**config.mk**
```make
export PLATFORM = sky130hd
export DESIGN_NAME = srbp_ctrl
export DESIGN_NICKNAME = d
export VERILOG_FILES = /design/src/rtl/srbp_pkg.sv /design/src/rtl/srbp_ctrl.sv
export VERILOG_INCLUDE_DIRS = /design/src /design/src/rtl
export SDC_FILE = /design/constraint.sdc
export NUM_CORES = 1
export LEC_CHECK = 0
export ABC_CLOCK_PERIOD_IN_PS = 4100
export BUFFER_PORTS_ARGS = -buffer_cell sky130_fd_sc_hd__buf_4
export CORE_ASPECT_RATIO = 1.25
export CORE_MARGIN = 3
export CORE_UTILIZATION = 27
export CTS_CLUSTER_DIAMETER = 60
export CTS_CLUSTER_SIZE = 16
export DETAILED_ROUTE_END_ITERATION = 12
export MAX_ROUTING_LAYER = met4
export PLACE_DENSITY = 0.67
export SYNTH_ARGS = -nofsm -noshare
export SYNTH_HDL_FRONTEND = slang
export SYNTH_SLANG_ARGS = --single-unit
```
**constraint.sdc**
```tcl
create_clock -name clk -period 4.1 [get_ports clk]
set_clock_uncertainty 0.15 [all_clocks]
set_input_delay 0.82 -clock clk [delete_from_list [all_inputs] [get_ports clk]]
set_output_delay 0.82 -clock clk [all_outputs]
set_load 0.02 [all_outputs]
```
**src/rtl/span_runs_to_bitmap_painter_assert.svh**
```systemverilog
// Assertion macros shared by the span painter RTL.
`ifndef SPAN_RUNS_TO_BITMAP_PAINTER_ASSERT_SVH
`define SPAN_RUNS_TO_BITMAP_PAINTER_ASSERT_SVH

// Consequent must hold in the same cycle as the antecedent.
`define SRBP_ASSERT_NOW(lbl, ante, cons, msg) \
  lbl: assert property (@(posedge clk) disable iff (!rst_n) (ante) |-> (cons)) \
    else $error(msg);

// Consequent must hold in the cycle after the antecedent.
`define SRBP_ASSERT_NEXT(lbl, ante, cons, msg) \
  lbl: assert property (@(posedge clk) disable iff (!rst_n) (ante) |=> (cons)) \
    else $error(msg);

`endif

```
**src/rtl/srbp_pkg.sv**
```systemverilog
// Shared types, codes and helper functions of the span painter.
`timescale 1ns / 1ps
`default_nettype none

package srbp_pkg;

  // Default raster size in bytes
  localparam int RASTER_BYTES_DEF = 4096;

  // Configuration register indexes
  localparam logic [2:0] REG_COL_OFFSET    = 3'd0;
  localparam logic [2:0] REG_ROW_OFFSET    = 3'd1;
  localparam logic [2:0] REG_COMP_WIDTH    = 3'd2;
  localparam logic [2:0] REG_COMP_HEIGHT   = 3'd3;
  localparam logic [2:0] REG_RASTER_WIDTH  = 3'd4;
  localparam logic [2:0] REG_RASTER_HEIGHT = 3'd5;
  localparam logic [2:0] REG_PAINT_MODE    = 3'd6;
  localparam logic [2:0] REG_SCALE_SHIFT   = 3'd7;

  // Mask helpers: run of n low ones, and head mask for the last pixel
  localparam logic [15:0] HEAD_MASK = 16'hff00;
  localparam logic [7:0] LOW_ONES [0:8] = '{8'h00, 8'h01, 8'h03, 8'h07, 8'h0f,
                                            8'h1f, 8'h3f, 8'h7f, 8'hff};

  typedef enum logic [1:0] {
    ACT_PAINT,
    ACT_READ,
    ACT_CLEAR,
    ACT_FINISH
  } action_t;

  typedef enum logic [1:0] {
    MODE_PLAIN,
    MODE_TRACK,
    MODE_DOUBLE,
    MODE_SCALED
  } mode_t;

  typedef enum logic [1:0] {
    STAT_OK,
    STAT_BOUNDS,
    STAT_OVERFLOW
  } status_t;

  typedef enum logic [2:0] {
    S_CLEAR,
    S_IDLE,
    S_PREP,
    S_MUL,
    S_CHECK,
    S_READ,
    S_WRITE,
    S_FETCH
  } state_t;

  // Controller to datapath commands
  typedef struct packed {
    logic    load;      // capture a command transfer
    logic    prep;      // register effective end, length and row
    logic    mul;       // row times stride
    logic    check;     // overflow check, set up byte span
    logic    rd_ptr;    // read raster byte at span pointer
    logic    wr_rmw;    // write back byte with run mask
    logic    next_row;  // step base to the second doubled row
    logic    track;     // raise widest end
    logic    clr_wr;    // clearing pass write
    logic    clr_byte;  // clear addressed byte
    logic    rd_addr;   // read addressed byte
    logic    finish;    // finish component
    logic    emit;      // load result registers
    logic    emit_rd;   // result carries read data
    status_t status;
  } cmd_t;

  // Datapath to controller status
  typedef struct packed {
    action_t action;
    mode_t   mode;
    logic    bounds_fail;
    logic    addr_bad;
    logic    ovf;
    logic    empty;
    logic    last_byte;
    logic    row2;
    logic    clr_done;
  } sts_t;

  // Row stride in bytes: width rounded up to 64 pixels
  function automatic logic [9:0] stride_of(input logic [11:0] w);
    logic [12:0] r;
    r = {1'b0, w} + 13'd63;
    return {r[12:6], 3'b000};
  endfunction

  // MSB-first mask of pixels first..last within one byte
  function automatic logic [7:0] span_mask(input logic [2:0] first, input logic [2:0] last);
    logic [7:0]  tail;
    logic [15:0] head;
    tail = LOW_ONES[4'd8 - {1'b0, first}];
    head = HEAD_MASK >> ({1'b0, last} + 4'd1);
    return tail & head[7:0];
  endfunction

endpackage

`default_nettype wire

```
**src/rtl/srbp_ctrl.sv**
```systemverilog
// Controller state machine of the span painter.
`timescale 1ns / 1ps
`default_nettype none
`include "span_runs_to_bitmap_painter_assert.svh"

module srbp_ctrl
  import srbp_pkg::*;
(
  input  wire logic clk,
  input  wire logic rst_n,
  input  wire logic start,
  output logic      busy,
  input  wire sts_t sts,
  output cmd_t      cmd
);

  state_t state_r, state_nxt;
  logic   row_end;

  // State register
  always_ff @(posedge clk) begin
    if (!rst_n) begin
      state_r <= S_CLEAR;
    end else begin
      state_r <= state_nxt;
    end
  end

  assign busy = state_r != S_IDLE;

  // Next state and commands
  always_comb begin
    cmd        = '0;
    cmd.status = STAT_OK;
    state_nxt  = state_r;
    row_end    = 1'b0;
    case (state_r)
      S_CLEAR: begin
        cmd.clr_wr = 1'b1;
        if (sts.clr_done) begin
          state_nxt = S_IDLE;
        end
      end
      S_IDLE: begin
        if (start) begin
          cmd.load  = 1'b1;
          state_nxt = S_PREP;
        end
      end
      S_PREP: begin
        case (sts.action)
          ACT_PAINT: begin
            cmd.prep = 1'b1;
            if (sts.bounds_fail) begin
              cmd.emit   = 1'b1;
              cmd.status = STAT_BOUNDS;
              state_nxt  = S_IDLE;
            end else begin
              state_nxt = S_MUL;
            end
          end
          ACT_READ: begin
            if (sts.addr_bad) begin
              cmd.emit   = 1'b1;
              cmd.status = STAT_OVERFLOW;
              state_nxt  = S_IDLE;
            end else begin
              cmd.rd_addr = 1'b1;
              state_nxt   = S_FETCH;
            end
          end
          ACT_CLEAR: begin
            cmd.emit = 1'b1;
            if (sts.addr_bad) begin
              cmd.status = STAT_OVERFLOW;
            end else begin
              cmd.clr_byte = 1'b1;
            end
            state_nxt = S_IDLE;
          end
          default: begin
            cmd.finish = 1'b1;
            cmd.emit   = 1'b1;
            state_nxt  = S_IDLE;
          end
        endcase
      end
      S_MUL: begin
        cmd.mul   = 1'b1;
        state_nxt = S_CHECK;
      end
      S_CHECK: begin
        cmd.check = 1'b1;
        if (sts.ovf) begin
          cmd.emit   = 1'b1;
          cmd.status = STAT_OVERFLOW;
          state_nxt  = S_IDLE;
        end else if (sts.empty) begin
          row_end = 1'b1;
        end else begin
          state_nxt = S_READ;
        end
      end
      S_READ: begin
        cmd.rd_ptr = 1'b1;
        state_nxt  = S_WRITE;
      end
      S_WRITE: begin
        cmd.wr_rmw = 1'b1;
        if (sts.last_byte) begin
          row_end = 1'b1;
        end else begin
          state_nxt = S_READ;
        end
      end
      S_FETCH: begin
        cmd.emit    = 1'b1;
        cmd.emit_rd = 1'b1;
        state_nxt   = S_IDLE;
      end
      default: begin
        state_nxt = S_IDLE;
      end
    endcase

    // Row finished: second doubled row or done
    if (row_end) begin
      if ((sts.mode == MODE_DOUBLE) && !sts.row2) begin
        cmd.next_row = 1'b1;
        state_nxt    = S_CHECK;
      end else begin
        cmd.track = sts.mode == MODE_TRACK;
        cmd.emit  = 1'b1;
        state_nxt = S_IDLE;
      end
    end
  end

  // Checks
  `SRBP_ASSERT_NEXT(a_accept_to_prep, start && !busy, state_r == S_PREP, "accepted command did not enter prep")
  `SRBP_ASSERT_NEXT(a_read_then_write, state_r == S_READ, state_r == S_WRITE, "read not followed by write back")
  `SRBP_ASSERT_NEXT(a_emit_to_idle, cmd.emit, state_r == S_IDLE, "result issued without returning to idle")

endmodule

`default_nettype wire

```
## Yosys cells after proc, flatten, opt, wreduce, memory -nomap -nowiden

Cells that the tools add are included.

- Equality and inequality tests: 16
- Muxes and demuxes: 45
- Reduce and logical (&&, ||, !) cells: 7

Operators with widths:

| kind | number |
|---|---|
| $mux 3 | 9 |
| $mux 1 | 25 |
| $pmux 3 s8 | 1 |
| $eq 3x3->1 const B | 4 |
| $ne 3x3->1 const B | 3 |
| $mux 2 | 4 |
| $pmux 2 s2 | 2 |
| $eq 3x2->1 const B | 2 |
| $pmux 3 s2 | 1 |
| $eq 2x1->1 const B | 2 |
| $eq 2x2->1 const B | 2 |
| $ne 4x4->1 const B | 1 |
| $pmux 1 s2 | 2 |
| $reduce_and 4->1 | 1 |
| $eq 3x1->1 const B | 1 |
| $logic_not 3->1 | 1 |
| $ne 3x1->1 const B | 1 |
| $pmux 1 s3 | 1 |
| $reduce_or 3->1 | 1 |
| $logic_not 2->1 | 1 |
| $reduce_or 2->1 | 1 |
| $logic_and 1x1->1 | 1 |
| $logic_not 1->1 | 1 |

- Register bits after elaboration: 3
- Output and inout bits: 17
- Word-level logic and storage cells: 69

## Depth between registers and ports, before layout

Gate-level depths: netlist of the first run.

- Word-level depth: 5
- Mapped depth: 6
- Gate-level depth less buffers: 6

## Worst setup path after synthesis of the first run

No wires, ideal clock.

- Kind: input-to-output
- Start point: input port sts[4] (netlist name)
- End point: output port cmd[8] (netlist name)
- Arrival: 2.068 ns
- Slack: 1.062 ns
- Cell stages on the path: 3
- Buffers on the path: 0
- Cell sequence: or3b_1 -> a211o_1 -> nor3b_1

RTL lines:

| what | RTL line | RTL |
|---|---|---|
| from (decl) | srbp_ctrl.sv:13 | `input wire sts_t sts,` |
| to (decl) | srbp_ctrl.sv:14 | `output cmd_t cmd` |

==> results.txt, run 1 <==
- The worst pin sits at a relative slew slack of 0.719.
* Gp weighted congestion: 0.767
- Vias in the first global route: 518
- TritonCTS sink count: 3
* Clock network power share: 0.359
- Run status: completed
- STA classifies the critical path startpoint as an input pin.
- The final-report hold violation count came to 0.
- Pwr Total: 144 uW
- Flip-flop and latch count after synthesis: 3
- The biggest area contributor in the post-synthesis netlist is sky130_fd_sc_hd__ha_1.
* Number of enable flip-flop cells after synthesis: 0
- Clock H-tree levels: 1
* Slowest Stage Delay on Critical Path: 0.38 ns
- First-pass iteration count of the detailed router: 4
* Flip-flop count of the largest register after layout: 3
- Entering global routing, the biggest net connects 15 pins.
- Quantity of hold-fixing buffers added after cts: 0
- In the routed layout, each cell is associated on average with a via count of 5.00.
- Critical-path cell list: buf_4, or3b_1, a211o_1, o221ai_1, buf_4
* Post-synth cell types: 30
- In this design, the critical path's most frequently occurring cell is sky130_fd_sc_hd__buf_4.
* Largest fanout on the critical path: 5
- Internal cell power: 95.5 uW
* P_sw: 48.9 uW
* Share of the cycle needed by the critical path after routing: 0.736
- Antenna-violating nets left: 0
- Iteration-0 DRC Markers: 7
- GR Overflow Total: 0
* Post-DP HPWL: 1020 um
* Clock slew at reported path FFs: 0.04 ns
- Mapped Nets: 81
- Number of buffers created by CTS: 3
* Gate count after technology mapping: 62
* Most frequent standard cell in the layout excluding fill and tap cells: sky130_fd_sc_hd__buf_4
- Total buffers and inverters traversed by the critical path: 2
* FP Rows: 15
- Dividing the detail-routed wire length by the instance count gives 11.6 um.
- Initial cell density of the core: 0.305
- Input and output buffers added on the ports amount to 30.
- The first global-routing pass estimated 2090 um of wire.
- Sequential area share after synthesis: 0.133
- Summing every instance area after synthesis gives 453 um2.
- Die area: 2210 um2
- Counting I/O delays and the setup requirement, the final critical path takes 3.02 ns.
- In this run the clock root is driven by a sky130_fd_sc_hd__clkbuf_4.
- During synthesis, Yosys emitted a total of 0 warnings.
- In this run the vertical extent of the chip is 51.8 um.
* Clock tree buffer depth: 2
* PostCTS Resize Cnt: 0
- Via count: 550
* Most frequent cells in the layout: sky130_fd_sc_hd__buf_4 (30), sky130_fd_sc_hd__nor2_1 (7), sky130_fd_sc_hd__inv_1 (6)
- The share of total power dissipated in sequential elements is 0.264.
- Measured along the x axis, the die boundary spans 42.6 um.
- Biggest register: state_r
- Area share of the leading cell type in the synthesized netlist: 0.138
- Share of async-settable or async-resettable flops after synthesis: 0
- The analysis attributes to cell leakage a power of 0.369 nW.
- Maxcap violations: 0
- Ratio of total power to cell area: 202 nW/um2
* Nature of the critical path endpoint: primary output
- For the pin with the worst max-slew slack, the measured transition is 0.410 ns.
- Setup repair after global routing missed its margin: false
- Worst path top cell family by delay: compound AO/OA/AOI/OAI gates
- Data on the critical path arrives at its endpoint at 2.05 ns.
- IR analysis of the VDD net gives a maximum drop of 0.000123 V.
- Of the total power, combinational logic draws 0.377.
- Worst EP required: 3.13 ns
* Leading registers by flop count: state_r (3)
* Number of max-slew violations in the final report: 0
- The worst hold path belongs to the class flop to flop.
* CP max-delay cell: sky130_fd_sc_hd__a211o_1
- Averaged over all synthesized cells, the footprint is 7.31 um2.
- Setup TNS Final: 0 ns
- At the end of the flow, the number of nets in the layout was 113.
- Setup Fix Bufs, Post-CTS: 0
- Fraction of final layout cells with drive strength greater than 1: 0.376
- TritonCTS built the clock tree.
- Leading register cell type out of synthesis: sky130_fd_sc_hd__dfxtp_1
* Antenna diode count: 0
- For the worst-skew pair, the clock arrives at the later sink with an insertion delay of 0.23 ns.
- Total wire length after detailed routing: 1280 um
* Top post-synthesis cells by area: sky130_fd_sc_hd__ha_1 (14%), sky130_fd_sc_hd__dfxtp_1 (13%), sky130_fd_sc_hd__nor3b_1 (8.3%), sky130_fd_sc_hd__nor2_1 (5.8%), sky130_fd_sc_hd__o221ai_1 (5.8%)
* Antenna violations before repair: 0
- Signed area change from the synthesized netlist to the final layout: 57.5%
* Switching part of the total: 0.339
- In the routed design, unresolved DRC markers number 0.
* Top-Level Pins: 31
- Type of the worst setup path: input pin to primary output
- The core region is 1480 um2.
- For this run, the top clock speed supported by timing is 0.331 GHz.
- Total Routing Usage GR: 0.120
- Final setup violating endpoints: 0
## cells in the mapped netlist, types with 2 or more instances
cell type	number
sky130_fd_sc_hd__clkbuf_1	2
sky130_fd_sc_hd__nor3_1	2
sky130_fd_sc_hd__nor3b_1	5
sky130_fd_sc_hd__and3_1	2
sky130_fd_sc_hd__o221ai_1	3
sky130_fd_sc_hd__inv_1	6
sky130_fd_sc_hd__dfxtp_1	3
sky130_fd_sc_hd__or3b_1	2
sky130_fd_sc_hd__ha_1	5
sky130_fd_sc_hd__nand2_1	4
sky130_fd_sc_hd__nor2_1	7
sky130_fd_sc_hd__nand2b_1	2
sky130_fd_sc_hd__and2_1	2
## final timing paths
path         slack, ns  cells after the start         end       start
max               1.08                      5      cmd[3]      sts[4]
min               0.56                      2  state_r[0]  state_r[1]
max reg2reg       2.29                      4  state_r[1]  state_r[1]
min reg2reg       0.56                      2  state_r[0]  state_r[1]
## tightest hold or removal path: stages, from the launching register on
cell,delay (ns)
sky130_fd_sc_hd__dfxtp_1,0.41
sky130_fd_sc_hd__o221ai_1,0.19
sky130_fd_sc_hd__o21ai_1,0.06
## layout make-up
| type | instances | area, um2 |
|---|---|---|
| Clock buffer | 4 | 26.3 |
| Fill cell | 158 | 769 |
| Inverter | 7 | 26.3 |
| Multi-Input combinational cell | 49 | 354 |
| Sequential cell | 3 | 60.1 |
| Tap cell | 17 | 21.3 |
| Timing Repair Buffer | 30 | 225 |
## per-stage QoR
stage | std cells | area (um2) | hold slack [ns] | util | setup WS (ns)
CTS | 110 | 713 | 0.563 | 0.481 | 1.08
floorplan | 62 | 453 | 0.548 | - | 1.06
global placement | 106 | 687 | 0.548 | 0.463 | 1.09
global route | 110 | 713 | 0.616 | 0.481 | 1.01
finish | 110 | 713 | 0.556 | 0.481 | 1.08
detailed placement | 106 | 687 | 0.564 | 0.463 | 1.07
## routing by layer
metal	share of wire	GRT usage
met1	0.46	0.157
met2	0.44	0.183
met3	0.11	0.0415
met4	0	0.0155
met5	0	-
## cell families (layout without fill, tap and decap cells)
logic type | after synthesis | after routing | share of synthesized area
simple gates | 31 | 31 | 0.414
compound gates | 13 | 13 | 0.229
buf+inv | 10 | 41 | 0.0856
fa+ha+maj | 5 | 5 | 0.138
flops | 3 | 3 | 0.133
## power groups by stage
stage	Clock, mW	Combinational (mW)	Sequential (mW)
finish	0.0519	0.0544	0.0381
global route	0.0573	0.0604	0.0391
CTS	0.0541	0.0549	0.0380
detailed placement	0	0.0546	0.0385
global placement	0	0.0542	0.0382
floorplan	0	0.0346	0.0334
Note: power is estimated with default switching activity, not from simulation.
==> inputs of run 2 (changes only) <==
ABC_AREA = 1   (was not set)
ABC_CLOCK_PERIOD_IN_PS = 2940   (was 4100)
PLACE_DENSITY = 0.66   (was 0.67)
clock period = 2.94 ns   (was 4.1 ns; I/O delays follow)
==> run 2 against run 1 <==
  * Cell area rose by 6.8%
  * Sequential power increased by 35%
  * Die area increased by 8.9%
  * Final cell count increased by 30%
  * Critical path depth up 4
  * Combinational power increased by 61%
  * Clock power rose by 39%
  * Area after synthesis up 10%
  * Hold slack worse by 0.094 ns
  * Worst setup slack worse by 0.44 ns
  * Synthesized cell count rose by 48%
  * Critical endpoint unchanged
==> results.txt, run 2 <==
* Achievable frequency: 0.436 GHz
- The final max-slew violation count was 0 (unchanged).
- Leading registers by flop count: state_r (3) (unchanged).
- The placeable core region is 1660 um2 (was 1480 um2).
- Total wire length after detailed routing: 1290 um (was 1280 um)
- GR Overflow Total: 0 (unchanged)
* Compound-cell area share of the yosys netlist: 0.0802 (was 0.229)
- Clock tree buffer depth: 2 (unchanged)
- Most frequent standard cell in the layout excluding fill and tap cells: sky130_fd_sc_hd__buf_4 (unchanged)
- Die Wd: 44.5 um (was 42.6 um)
- The most flop-heavy register was state_r (unchanged).
* Critical R2R Launch: state_r[2] (was state_r[1])
- The kind of critical path is input pin to primary output (unchanged).
* Leak pwr: 0.485 nW (was 0.369 nW)
- Simple-Gate Fraction of Synth Area: 0.436 (was 0.414)
- Latest clock arrival within the worst-skew pair: 0.23 ns (about the same)
- Post-DP HPWL: 1130 um (was 1020 um)
* CTS tree: done (unchanged)
- The quantity of gates resized following cts was 0 (unchanged).
- The total power divided by cell area is 277 nW/um2 (was 202 nW/um2).
- The sort of element at the end of the critical path is a primary output (unchanged).
- Die H: 54.1 um (was 51.8 um)
- Largest fanout on the critical path: 3 (was 5)
- The H-tree depth was 1 (unchanged).
- The final-stage net count came to 145 (was 113).
* Worst path arrival time: 1.56 ns (was 2.05 ns)
* Worst EP required: 2.20 ns (was 3.13 ns)
- VDD IR max: 0.000198 V (was 0.000123 V)
- The endpoint of the worst hold path is state_r[2] (was state_r[0]).
- Hold violation count in the final report: 0 (unchanged)
- The per-cell routed wire length was 8.99 um (was 11.6 um).
- Total Routing Usage GR: 0.116 (was 0.120)
- Flip-flop and latch count after synthesis: 3 (unchanged)
- The flip-flop count of the largest register after layout was 3 (unchanged).
- Most frequent cells in the layout: sky130_fd_sc_hd__buf_4 (30), sky130_fd_sc_hd__inv_1 (24), sky130_fd_sc_hd__nand2_1 (17) (was sky130_fd_sc_hd__buf_4 (30), sky130_fd_sc_hd__nor2_1 (7), sky130_fd_sc_hd__inv_1 (6))
* FP Rows: 16 (was 15)
- The number of flops mapped to enable cells by yosys was 0 (unchanged).
- Relative slew slack: 0.803 (was 0.719)
- Hold Path Class: input pin to flop (was flop to flop)
* Flop-to-flop setup slack: 1.59 ns (was 2.29 ns)
- The count of antenna diodes in the layout came to 0 (unchanged).
- Least-Margin Pin Slew: 0.296 ns (was 0.410 ns)
- Post-synth cell types: 18 (was 30)
- Setup Fix Bufs, Post-CTS: 0 (unchanged)
- The number of cells traversed by the worst register-to-register path was 7 (was 4).
- Sequential cell area: 60.1 um2 (unchanged)
* Gate count after technology mapping: 92 (was 62)
- The instance area after placement came to 736 um2 (was 687 um2).
- Initial cell density of the core: 0.300 (was 0.305)
- First-pass iteration count of the detailed router: 3 (was 4)
- Cell area after synthesis: 499 um2 (was 453 um2)
- Area share of the leading cell type in the synthesized netlist: 0.180 (was 0.138)
* Global-route wire length before repair: 2100 um (was 2090 um)
* DRC Markers: 0 (unchanged)
- The post-synthesis adder-cell area fraction came to 0.125 (was 0.138).
* Signed area change from the synthesized netlist to the final layout: 52.6% (was 57.5%)
- The post-route cell area was 762 um2 (was 713 um2).
- The average vias per placed instance was 4.35 (was 5.00).
* Worst reg2reg path endpoint: state_r[1] (unchanged)
- Iteration-0 DRC Markers: 2 (was 7)
- The leading cell type by number of instances after synthesis is sky130_fd_sc_hd__inv_1 (was sky130_fd_sc_hd__nor2_1).
* Commonest cells post-synth: sky130_fd_sc_hd__inv_1 (24), sky130_fd_sc_hd__nand2_1 (17), sky130_fd_sc_hd__nor2_1 (11) (was sky130_fd_sc_hd__nor2_1 (7), sky130_fd_sc_hd__inv_1 (6), sky130_fd_sc_hd__ha_1 (5), sky130_fd_sc_hd__nor3b_1 (5), sky130_fd_sc_hd__nand2_1 (4))
- Fraction of synthesized cell area in xor and xnor cells: 0 (unchanged)
- The clock root buffer master is sky130_fd_sc_hd__clkbuf_4 (unchanged).
- Mux share of post-synthesis cell area: 0 (unchanged)
* Setup TNS Final: 0 ns (unchanged)
- The maximum number of pins on one net before global-route repair was 9 (was 15).
- Share of async-settable or async-resettable flops after synthesis: 0 (unchanged)
- The fraction of layout instances using a drive strength above 1 came to 0.344 (was 0.376).
* TritonCTS sink count: 3 (unchanged)
- The number of warnings reported in the yosys synthesis log is 0 (unchanged).
- The total area of multi-input combinational cells was 320 um2 (was 354 um2).
- The number of nets produced by synthesis came to 111 (was 81).
- Maxcap violations: 0 (unchanged)
- Final setup violating endpoints: 0 (unchanged)
- Die area: 2400 um2 (was 2210 um2)
- The largest area contributor in the synthesized netlist is sky130_fd_sc_hd__inv_1 (was sky130_fd_sc_hd__ha_1).
* Gp weighted congestion: 0.774 (was 0.767)
* Setup repair after global routing missed its margin: false (unchanged)
* CP Launch Type: input pin (unchanged)
- The quantity of hold-fixing buffers added after cts is 0 (unchanged).
* Top post-synthesis cells by area: sky130_fd_sc_hd__inv_1 (18%), sky130_fd_sc_hd__nand2_1 (13%), sky130_fd_sc_hd__ha_1 (13%), sky130_fd_sc_hd__dfxtp_1 (12%), sky130_fd_sc_hd__nand3_1 (9.0%) (was sky130_fd_sc_hd__ha_1 (14%), sky130_fd_sc_hd__dfxtp_1 (13%), sky130_fd_sc_hd__nor3b_1 (8.3%), sky130_fd_sc_hd__nor2_1 (5.8%), sky130_fd_sc_hd__o221ai_1 (5.8%))
* Count of cells along the worst hold path: 3 (was 2)
- Number of port buffers: 30 (unchanged)
- Run status: completed (unchanged).
- Antenna violations before repair: 0 (unchanged)
- The proportion of synthesized chip area in sequential cells is 0.120 (was 0.133).
* Top-Level Pins: 31 (unchanged)
* Final period demand of the worst path: 2.30 ns
* Leading register cell type out of synthesis: sky130_fd_sc_hd__dfxtp_1 (unchanged)
- Dominant combinational cell family by area after synthesis: simple AND/OR/NAND/NOR gates (unchanged)
- Filler cell count: 178 (was 158)
- Hold Crit Start: rst_n (was state_r[1])
- Vias in the first global route: 571 (was 518)
* Antenna-violating nets left: 0 (unchanged)
- The clock-pin transition on the worst setup and hold timing paths is 0.04 ns (about the same).
* Number of buffers created by CTS: 3 (unchanged)
* Share of the cycle needed by the critical path after routing: 0.781
- Avg Cell Area, Syn: 5.43 um2 (was 7.31 um2)
- Via count: 622 (was 550)
run 2: kinds of logic (layout without fill, tap and decap cells):
logic type / Yosys count / count (layout)
compound gates: 6 / 6
buf+inv: 29 / 62
simple gates: 49 / 49
fa+ha+maj: 5 / 5
flops: 3 / 3
run 2: worst max path at each step:
stage                           from  endpoint  slack, ns  cells after the start
after global placement       sts[10]    cmd[3]       0.69                      9
after floorplan           state_r[0]    cmd[8]       0.77                      8
after global routing         sts[10]    cmd[3]       0.55                      9
after detailed placement     sts[10]    cmd[3]       0.64                      9
after CTS                    sts[10]    cmd[3]       0.64                      9
final                        sts[10]    cmd[3]       0.64                      9
run 2: metrics by stage:
stage | setup WS, ns | hold slack [ns] | util | total power [mW] | cells
after floorplan | 0.769 | 0.501 | - | 0.106 | 92
final | 0.645 | 0.462 | 0.459 | 0.211 | 143
after CTS | 0.644 | 0.457 | 0.459 | 0.215 | 143
after detailed placement | 0.643 | 0.541 | 0.443 | 0.140 | 139
after global placement | 0.688 | 0.546 | 0.443 | 0.139 | 139
after global routing | 0.547 | 0.469 | 0.459 | 0.230 | 143
run 2: cell type report:
cell class                 instances  area share
timing repair buffer              30       0.296
clock buffer                       4      0.0345
multi-input combinational         60       0.420
sequential                         3      0.0788
tap                               18      0.0296
inverter                          28       0.141
run 2: routing by layer:
| metal | up-vias | wire length [um] | GRT usage |
|---|---|---|---|
| met2 | 19 | 631 | 0.213 |
| met3 | 0 | 83 | 0.0334 |
| met5 | - | 0 | - |
| met1 | 259 | 570 | 0.126 |
| met4 | 0 | 0 | 0.0151 |
| li1 | 344 | - | - |
run 2: report_power, final:
part	internal, mW	switching (mW)
Combinational	0.0382	0.0492
Clock	0.0509	0.0214
Sequential	0.0443	0.00713
run 2: critical path: stages:
cell	delay, ns
sky130_fd_sc_hd__buf_4	0.12
sky130_fd_sc_hd__inv_1	0.10
sky130_fd_sc_hd__ha_1	0.17
sky130_fd_sc_hd__inv_1	0.06
sky130_fd_sc_hd__nand2_1	0.07
sky130_fd_sc_hd__a31oi_1	0.07
sky130_fd_sc_hd__nor3_1	0.15
sky130_fd_sc_hd__nand2_1	0.07
sky130_fd_sc_hd__buf_4	0.16
